`config.mk`:
```
export PLATFORM = sky130hd
export DESIGN_NAME = water_hysteresis_servo_slew_unit
export DESIGN_NICKNAME = d
export VERILOG_FILES = /design/src/rtl/whss_pkg.sv /design/src/rtl/whss_filter.sv /design/src/rtl/whss_servo.sv /design/src/rtl/water_hysteresis_servo_slew_unit.sv
export SDC_FILE = /design/constraint.sdc
export NUM_CORES = 1
export LEC_CHECK = 0
export BUFFER_PORTS_ARGS = -buffer_cell sky130_fd_sc_hd__buf_2
export CAP_MARGIN = 20
export CORE_ASPECT_RATIO = 2
export CORE_MARGIN = 2
export CORE_UTILIZATION = 45
export DETAILED_ROUTE_END_ITERATION = 7
export GPL_ROUTABILITY_DRIVEN = 1
export PLACE_DENSITY = 0.74
export SLEW_MARGIN = 10
export SYNTH_ARGS = -nofsm -noshare
export SYNTH_HDL_FRONTEND = slang
export SYNTH_SLANG_ARGS = --single-unit
```
`constraint.sdc`:
```
create_clock -name clk -period 16.15 [get_ports clk]
set_input_delay 1.615 -clock clk [delete_from_list [all_inputs] [get_ports clk]]
set_output_delay 1.615 -clock clk [all_outputs]
set_load 0.01 [all_outputs]
```
`src/rtl/whss_pkg.sv`:
```
// Shared types, register codes and reset values for the water hysteresis
// servo slew unit. No dependencies.
package whss_pkg;

  localparam int unsigned CfgIdxW  = 3;
  localparam int unsigned CfgDataW = 16;

  // Configuration register indexes
  typedef enum logic [CfgIdxW-1:0] {
    REG_WET_THRESHOLD    = 3'd0,
    REG_DRY_THRESHOLD    = 3'd1,
    REG_SMOOTHING_GAIN   = 3'd2,
    REG_WET_TARGET       = 3'd3,
    REG_DRY_TARGET       = 3'd4,
    REG_STEP_INTERVAL_MS = 3'd5,
    REG_LIGHT_THRESHOLD  = 3'd6
  } reg_idx_t;

  // Command codes carried in the func field
  localparam logic [1:0] FUNC_NONE   = 2'd0;
  localparam logic [1:0] FUNC_SERVO1 = 2'd1;
  localparam logic [1:0] FUNC_SERVO2 = 2'd2;

  localparam logic [9:0]  RST_WET_THRESHOLD    = 10'd780;
  localparam logic [9:0]  RST_DRY_THRESHOLD    = 10'd820;
  localparam logic [8:0]  RST_SMOOTHING_GAIN   = 9'd51;
  localparam logic [7:0]  RST_WET_TARGET       = 8'd45;
  localparam logic [7:0]  RST_DRY_TARGET       = 8'd0;
  localparam logic [15:0] RST_STEP_INTERVAL_MS = 16'd15;
  localparam logic [9:0]  RST_LIGHT_THRESHOLD  = 10'd500;

  localparam logic [7:0] ANGLE_MAX = 8'd180;
  localparam logic [8:0] GAIN_MAX  = 9'd256;

  typedef struct packed {
    logic [9:0]  wet_threshold;
    logic [9:0]  dry_threshold;
    logic [8:0]  smoothing_gain;
    logic [7:0]  wet_target;
    logic [7:0]  dry_target;
    logic [15:0] step_interval_ms;
    logic [9:0]  light_threshold;
  } cfg_t;

  function automatic logic [7:0] clamp_angle(input logic [7:0] a);
    clamp_angle = (a > ANGLE_MAX) ? ANGLE_MAX : a;
  endfunction

  function automatic logic [7:0] move_toward(input logic [7:0] pos, input logic [7:0] goal);
    if (pos < goal) begin
      move_toward = pos + 8'd1;
    end else if (pos > goal) begin
      move_toward = pos - 8'd1;
    end else begin
      move_toward = pos;
    end
  endfunction

endpackage

```
`src/rtl/whss_filter.sv`:
```
// EWMA water filter in Q10.8 with wet/dry hysteresis state.
// Depends on whss_pkg for cfg_t.
module whss_filter (
  input  logic              clk,
  input  logic              rst_n,
  input  logic              update,
  input  whss_pkg::cfg_t    cfg,
  input  logic [9:0]        water_sample,
  output logic [17:0]       filt_nxt,
  output logic              wet_nxt
);

  logic [17:0] filt_r;
  logic        seeded_r;
  logic        wet_r;

  logic [8:0]         gain;
  logic [17:0]        sample_q;
  logic signed [18:0] diff;
  logic signed [28:0] prod;
  logic signed [28:0] acc;
  logic               turn_wet;

  assign gain     = (cfg.smoothing_gain > whss_pkg::GAIN_MAX) ? whss_pkg::GAIN_MAX
                                                              : cfg.smoothing_gain;
  assign sample_q = {water_sample, 8'd0};

  // g*s + (256-g)*F == 256*F + g*(s-F), one multiplier
  assign diff = $signed({1'b0, sample_q}) - $signed({1'b0, filt_r});
  assign prod = $signed({1'b0, gain}) * diff;
  assign acc  = $signed({3'd0, filt_r, 8'd0}) + prod + 29'sd128;

  assign filt_nxt = seeded_r ? acc[25:8] : sample_q;

  assign turn_wet = wet_r | (filt_nxt < {cfg.wet_threshold, 8'd0});
  assign wet_nxt  = turn_wet & ~(filt_nxt > {cfg.dry_threshold, 8'd0});

  always_ff @(posedge clk) begin
    if (!rst_n) begin
      filt_r   <= '0;
      seeded_r <= 1'b0;
      wet_r    <= 1'b0;
    end else if (update) begin
      filt_r   <= filt_nxt;
      seeded_r <= 1'b1;
      wet_r    <= wet_nxt;
    end
  end

endmodule

```
`src/rtl/whss_servo.sv`:
```
// Slew-limited position tracking for both servos, one degree per interval.
// Depends on whss_pkg for cfg_t, command codes and angle helpers.
module whss_servo (
  input  logic              clk,
  input  logic              rst_n,
  input  logic              update,
  input  whss_pkg::cfg_t    cfg,
  input  logic              wet,
  input  logic [1:0]        func,
  input  logic signed [10:0] command_angle,
  input  logic [31:0]       now_ms,
  output logic [7:0]        servo1_nxt,
  output logic [7:0]        servo2_nxt
);

  logic [7:0]  servo1_r;
  logic [7:0]  servo2_r;
  logic [7:0]  goal2_r;
  logic [31:0] last_step_r;

  logic        angle_ok;
  logic [7:0]  cmd_angle;
  logic [7:0]  target1;
  logic [7:0]  goal2_nxt;
  logic [31:0] elapsed;
  logic        step;

  assign angle_ok  = ~command_angle[10] && (command_angle[9:0] <= {2'd0, whss_pkg::ANGLE_MAX});
  assign cmd_angle = command_angle[7:0];

  always_comb begin
    target1 = wet ? whss_pkg::clamp_angle(cfg.wet_target)
                  : whss_pkg::clamp_angle(cfg.dry_target);
    if (angle_ok && func == whss_pkg::FUNC_SERVO1) begin
      target1 = cmd_angle;
    end
  end

  assign goal2_nxt = (angle_ok && func == whss_pkg::FUNC_SERVO2) ? cmd_angle : goal2_r;

  assign elapsed = now_ms - last_step_r;
  assign step    = elapsed >= {16'd0, cfg.step_interval_ms};

  assign servo1_nxt = step ? whss_pkg::move_toward(servo1_r, target1)   : servo1_r;
  assign servo2_nxt = step ? whss_pkg::move_toward(servo2_r, goal2_nxt) : servo2_r;

  always_ff @(posedge clk) begin
    if (!rst_n) begin
      servo1_r    <= '0;
      servo2_r    <= '0;
      goal2_r     <= '0;
      last_step_r <= '0;
    end else if (update) begin
      servo1_r <= servo1_nxt;
      servo2_r <= servo2_nxt;
      goal2_r  <= goal2_nxt;
      if (step) begin
        last_step_r <= now_ms;
      end
    end
  end

endmodule

```
`src/rtl/water_hysteresis_servo_slew_unit.sv`:
```
// Top level of the water hysteresis servo slew unit: config registers,
// request and result registers. Depends on whss_pkg, whss_filter, whss_servo.
//
// Usage:
//   Input channel in_valid/in_stall carries one control-loop pass per request:
//   light and water samples, an optional servo command and the ms timestamp.
//   Result channel out_valid/out_stall returns LED, wet flag, filtered level
//   (Q10.8) and both servo positions, one result per request, in order.
//   Registers are to be written through cfg_we/cfg_index/cfg_wdata while idle (the
//   block does not enforce it); writes to an index past the light threshold are dropped.
// Timing:
//   A taken request waits in the request register until the result register
//   is free, is then processed into it and is visible on the out_ ports from
//   there. One request per cycle is sustained while out_stall is low; the
//   filter/hysteresis/servo update between the two registers is combinational.
// Reset and stall:
//   rst_n low clears all loop state, the filter seed flag and both valids,
//   and loads the register defaults. While out_stall holds a full result
//   register, the request register holds and in_stall rises once it is full.
module water_hysteresis_servo_slew_unit (
  input  logic                            clk,
  input  logic                            rst_n,
  input  logic                            in_valid,
  output logic                            in_stall,
  input  logic [9:0]                      in_light_sample,
  input  logic [9:0]                      in_water_sample,
  input  logic [1:0]                      in_func,
  input  logic signed [10:0]              in_command_angle,
  input  logic [31:0]                     in_now_ms,
  output logic                            out_valid,
  input  logic                            out_stall,
  output logic                            out_led_on,
  output logic                            out_is_wet,
  output logic [17:0]                     out_filtered_level,
  output logic [7:0]                      out_servo1_angle,
  output logic [7:0]                      out_servo2_angle,
  input  logic                            cfg_we,
  input  logic [whss_pkg::CfgIdxW-1:0]    cfg_index,
  input  logic [whss_pkg::CfgDataW-1:0]   cfg_wdata
);

  whss_pkg::cfg_t cfg_r;

  logic              req_valid_r;
  logic [9:0]        light_r;
  logic [9:0]        water_r;
  logic [1:0]        func_r;
  logic signed [10:0] cmd_r;
  logic [31:0]       now_r;

  logic              res_valid_r;
  logic              led_r;
  logic              wet_r;
  logic [17:0]       level_r;
  logic [7:0]        servo1_r;
  logic [7:0]        servo2_r;

  logic        res_free;
  logic        advance;
  logic        in_take;
  logic [17:0] filt_nxt;
  logic        wet_nxt;
  logic [7:0]  servo1_nxt;
  logic [7:0]  servo2_nxt;

  assign res_free = ~res_valid_r | ~out_stall;
  assign advance  = req_valid_r & res_free;
  assign in_stall = req_valid_r & ~res_free;
  assign in_take  = in_valid & ~in_stall;

  always_ff @(posedge clk) begin
    if (!rst_n) begin
      cfg_r.wet_threshold    <= whss_pkg::RST_WET_THRESHOLD;
      cfg_r.dry_threshold    <= whss_pkg::RST_DRY_THRESHOLD;
      cfg_r.smoothing_gain   <= whss_pkg::RST_SMOOTHING_GAIN;
      cfg_r.wet_target       <= whss_pkg::RST_WET_TARGET;
      cfg_r.dry_target       <= whss_pkg::RST_DRY_TARGET;
      cfg_r.step_interval_ms <= whss_pkg::RST_STEP_INTERVAL_MS;
      cfg_r.light_threshold  <= whss_pkg::RST_LIGHT_THRESHOLD;
    end else if (cfg_we) begin
      unique case (cfg_index)
        whss_pkg::REG_WET_THRESHOLD:    cfg_r.wet_threshold    <= cfg_wdata[9:0];
        whss_pkg::REG_DRY_THRESHOLD:    cfg_r.dry_threshold    <= cfg_wdata[9:0];
        whss_pkg::REG_SMOOTHING_GAIN:   cfg_r.smoothing_gain   <= cfg_wdata[8:0];
        whss_pkg::REG_WET_TARGET:       cfg_r.wet_target       <= cfg_wdata[7:0];
        whss_pkg::REG_DRY_TARGET:       cfg_r.dry_target       <= cfg_wdata[7:0];
        whss_pkg::REG_STEP_INTERVAL_MS: cfg_r.step_interval_ms <= cfg_wdata[15:0];
        whss_pkg::REG_LIGHT_THRESHOLD:  cfg_r.light_threshold  <= cfg_wdata[9:0];
        default: ;
      endcase
    end
  end

  // Request register
  always_ff @(posedge clk) begin
    if (!rst_n) begin
      req_valid_r <= 1'b0;
    end else if (in_take) begin
      req_valid_r <= 1'b1;
    end else if (advance) begin
      req_valid_r <= 1'b0;
    end
  end

  always_ff @(posedge clk) begin
    if (in_take) begin
      light_r <= in_light_sample;
      water_r <= in_water_sample;
      func_r  <= in_func;
      cmd_r   <= in_command_angle;
      now_r   <= in_now_ms;
    end
  end

  whss_filter u_filter (
    .clk          (clk),
    .rst_n        (rst_n),
    .update       (advance),
    .cfg          (cfg_r),
    .water_sample (water_r),
    .filt_nxt     (filt_nxt),
    .wet_nxt      (wet_nxt)
  );

  whss_servo u_servo (
    .clk           (clk),
    .rst_n         (rst_n),
    .update        (advance),
    .cfg           (cfg_r),
    .wet           (wet_nxt),
    .func          (func_r),
    .command_angle (cmd_r),
    .now_ms        (now_r),
    .servo1_nxt    (servo1_nxt),
    .servo2_nxt    (servo2_nxt)
  );

  // Result register
  always_ff @(posedge clk) begin
    if (!rst_n) begin
      res_valid_r <= 1'b0;
    end else if (advance) begin
      res_valid_r <= 1'b1;
    end else if (~out_stall) begin
      res_valid_r <= 1'b0;
    end
  end

  always_ff @(posedge clk) begin
    if (advance) begin
      led_r    <= light_r > cfg_r.light_threshold;
      wet_r    <= wet_nxt;
      level_r  <= filt_nxt;
      servo1_r <= servo1_nxt;
      servo2_r <= servo2_nxt;
    end
  end

  assign out_valid          = res_valid_r;
  assign out_led_on         = led_r;
  assign out_is_wet         = wet_r;
  assign out_filtered_level = level_r;
  assign out_servo1_angle   = servo1_r;
  assign out_servo2_angle   = servo2_r;

endmodule

```
==> results.ini <==
[sta]
finalCriticalPeriod_ps = 13120
period_share_pct = 81.25
fmax_mhz = 76.21
max_slew_margin_pct = 25.28
finalClockSkew_ps = 8.199
rsz0062_at_grt = false
drv_slew = 0
finalSetupViolCount = 0
hold_viol = 0
setup_tns_ps = 0
worst_pin_slew_ps = 1116

[route]
wl_met3_um = 2912
ant_nets = 0
drt-vias-per-instance = 5.399
drt_wl_total_um = 45540
wl_met2_um = 21640
routedWlPerCell_um = 16.09
vias = 15279
first_iter_violations = 973
drc = 0
drt-pass1-iter-count = 5
highest_layer = met5
met1_length_um = 19880

[finish]
drive_gt1_share_pct = 9.434
fin_nets = 2660
area_growth_pct = 10.16

[floorplan]
num_rows = 108
die-area_mm2 = 0.04514
die_x_um = 151.2
top_level_ports = 127
dieHeight_um = 298.5
coreArea_mm2 = 0.04311
start_util_pct = 45.27

[synth]
yosys_warnings = 0
ys_ff_latch = 250
yosysMostFrequentCell = nand2_1
synth-main-ff-cell = dfxtp_1
async_flop_share_pct = 0
synth_area_per_cell_um2 = 9.021
synth.distinct_cells = 84
synth.area.top_cells = edfxtp_1 16%, dfxtp_1 15%, fa_1 15%
yosys-top-cells-count = 340 x nand2_1, 308 x inv_1, 163 x ha_1
yosysSeqAreaShare_pct = 30.83
synth_top_family_by_area = adder cells
synthAdderAreaFrac_pct = 25.74
syn_inst = 2163
synth_area_mm2 = 0.01951
synth_xor_area_share_pct = 3.232
synth_compound_area_share_pct = 13.94
synthMuxAreaShare_pct = 1.090
synth_top_cell_area_share_pct = 15.54
synth_top_cell_by_area = edfxtp_1
synth-edff-count = 101
yosys.area_share.simple_pct = 17.76
syn_nets = 2564

[clocking]
postCtsHoldBufs = 0
cts-root-buf = clkbuf_16
insertion_delay_ps = 540
postCtsSetupBuffers = 0
cts.sinks = 250
cts_tree = yes
clk_path_buf_depth = 3
numCtsBuffers = 26
htreeDepth = 1
clk_pin_slew_ps = 60
cts.repair.resized = 0

[setup_path]
cp_slowest_cell = or4b_2
crit_top_cell = fa_1
crit_path_max_fanout = 10
slowest_delay_ps = 650
worstPathRequired_ps = 16610
endpoint_kind = register
worstReg2RegStart = u_filter.filt_r[8]$_SDFFE_PN0P_
cp-startpoint = u_filter.filt_r[8]$_SDFFE_PN0P_
startpoint_type = register
path_class = register to register
crit_arrival_ps = 13580

[grt]
antenna_found_initial = 2
grt_pass1_vias = 15292
grtUsageTotal_pct = 20.56
grt_max_degree = 106
grt-ovfl-total = 0
grt_pass1_wl_um = 75420

[place]
port_buffers = 126
post-dp-hpwl_um = 34420
place.gp.congestion = 0.8846

[hold_path]
hp-class = register to register
hp-start = cfg_r[15]$_SDFFE_PN0P_

[job]
maxCapViolCount = 0

[run_status]
status = finished clean

-- registers in the layout (all words and copies together) (netlist names) --
signal and flops:
cfg_r 71, now_r 32, u_servo.last_step_r 32, out_filtered_level 18, u_filter.filt_r 18, cmd_r 11, light_r 10, water_r 10
out_servo1_angle 8, out_servo2_angle 8, u_servo.goal2_r 8, u_servo.servo1_r 8, u_servo.servo2_r 8, func_r 2, out_is_wet 1, out_led_on 1
out_valid 1, req_valid_r 1, u_filter.seeded_r 1, u_filter.wet_r 1
-- final timing paths --
check	endpoint	slack [ps]	cells past startpoint
worst max-delay path	u_servo.servo1_r[7]$_SDFFE_PN0P_	3030	48
worst max register to register	u_servo.servo1_r[7]$_SDFFE_PN0P_	3030	48
worst min-delay path	cfg_r[15]$_SDFFE_PN0P_	470	2
worst min register to register	cfg_r[15]$_SDFFE_PN0P_	470	2
-- through the flow --
step | cell area [µm²] | setup WS (ps) | std cells | hold slack (ps) | util [%]
2_1_floorplan | 19510 | 4791 | 2163 | 432.8 | -
3_3_place_gp | 20620 | 3668 | 2780 | 452.6 | 47.85
3_5_place_dp | 20620 | 3212 | 2780 | 457.0 | 47.85
4_1_cts | 21460 | 3142 | 2828 | 470.6 | 49.79
5_1_grt | 21490 | 2105 | 2829 | 490.4 | 49.86
6_report | 21490 | 3029 | 2830 | 466.0 | 49.86
-- metal layers --
| metal | GRT usage (%) | vias up |
|---|---|---|
| met3 | 2.626 | 77 |
| met5 | 0 | - |
| li1 | - | 7423 |
| met4 | 5.696 | 4 |
| met2 | 33.65 | 445 |
| met1 | 28.56 | 7330 |
-- worst max-delay path: cells and delay by family (launching register included) --
kind | cells | cell delay (ps)
AOI/OAI and AO/OA | 16 | 4010
xor gates and xnor gates | 2 | 770
adders and majority gates | 9 | 3840
buffers and inverters | 4 | 200
DFF | 1 | 380
and+or+nand+nor | 17 | 3830
-- kinds of logic after synthesis --
group	after synthesis
buffers and inverters	377
AND/OR/NAND/NOR	730
adder cells (fa/ha/maj)	312
flip-flops	250
XOR/XNOR	72
AO/OA/AOI/OAI	402
multiplexers	20
-- cell usage in the layout (no fill, tap or decap), types with 15 or more instances in the layout --
master / n
o21ai_0: 99
o211a_1: 15
nand2b_1: 29
clkbuf_16: 27
or3_1: 19
xnor2_1: 46
a21oi_1: 67
buf_2: 125
a31oi_1: 15
a21boi_0: 64
o21a_1: 15
a21o_1: 34
nor2b_1: 35
xor2_1: 26
nor3_1: 28
and3_1: 16
ha_1: 163
nand3_1: 73
nor2_1: 88
o211ai_1: 28
edfxtp_1: 101
fa_1: 149
nand2_1: 340
dfxtp_1: 149
nand4_1: 15
and2_1: 40
inv_1: 307
-- cell type report --
class / instances / area (µm²)
clock inverters: 14 / 117.6
diodes: 1 / 2.502
repair buffers: 136 / 728.2
well taps: 550 / 688.2
flip-flops and latches: 250 / 6016
inverters: 309 / 1160
fillers: 4046 / 21610
multi-input cells: 1536 / 12060
clock buffers: 34 / 721.9
Power is left out: the tool's default activity adds up to more than one toggle a clock period on the data nets, which glitch-free logic cannot reach.
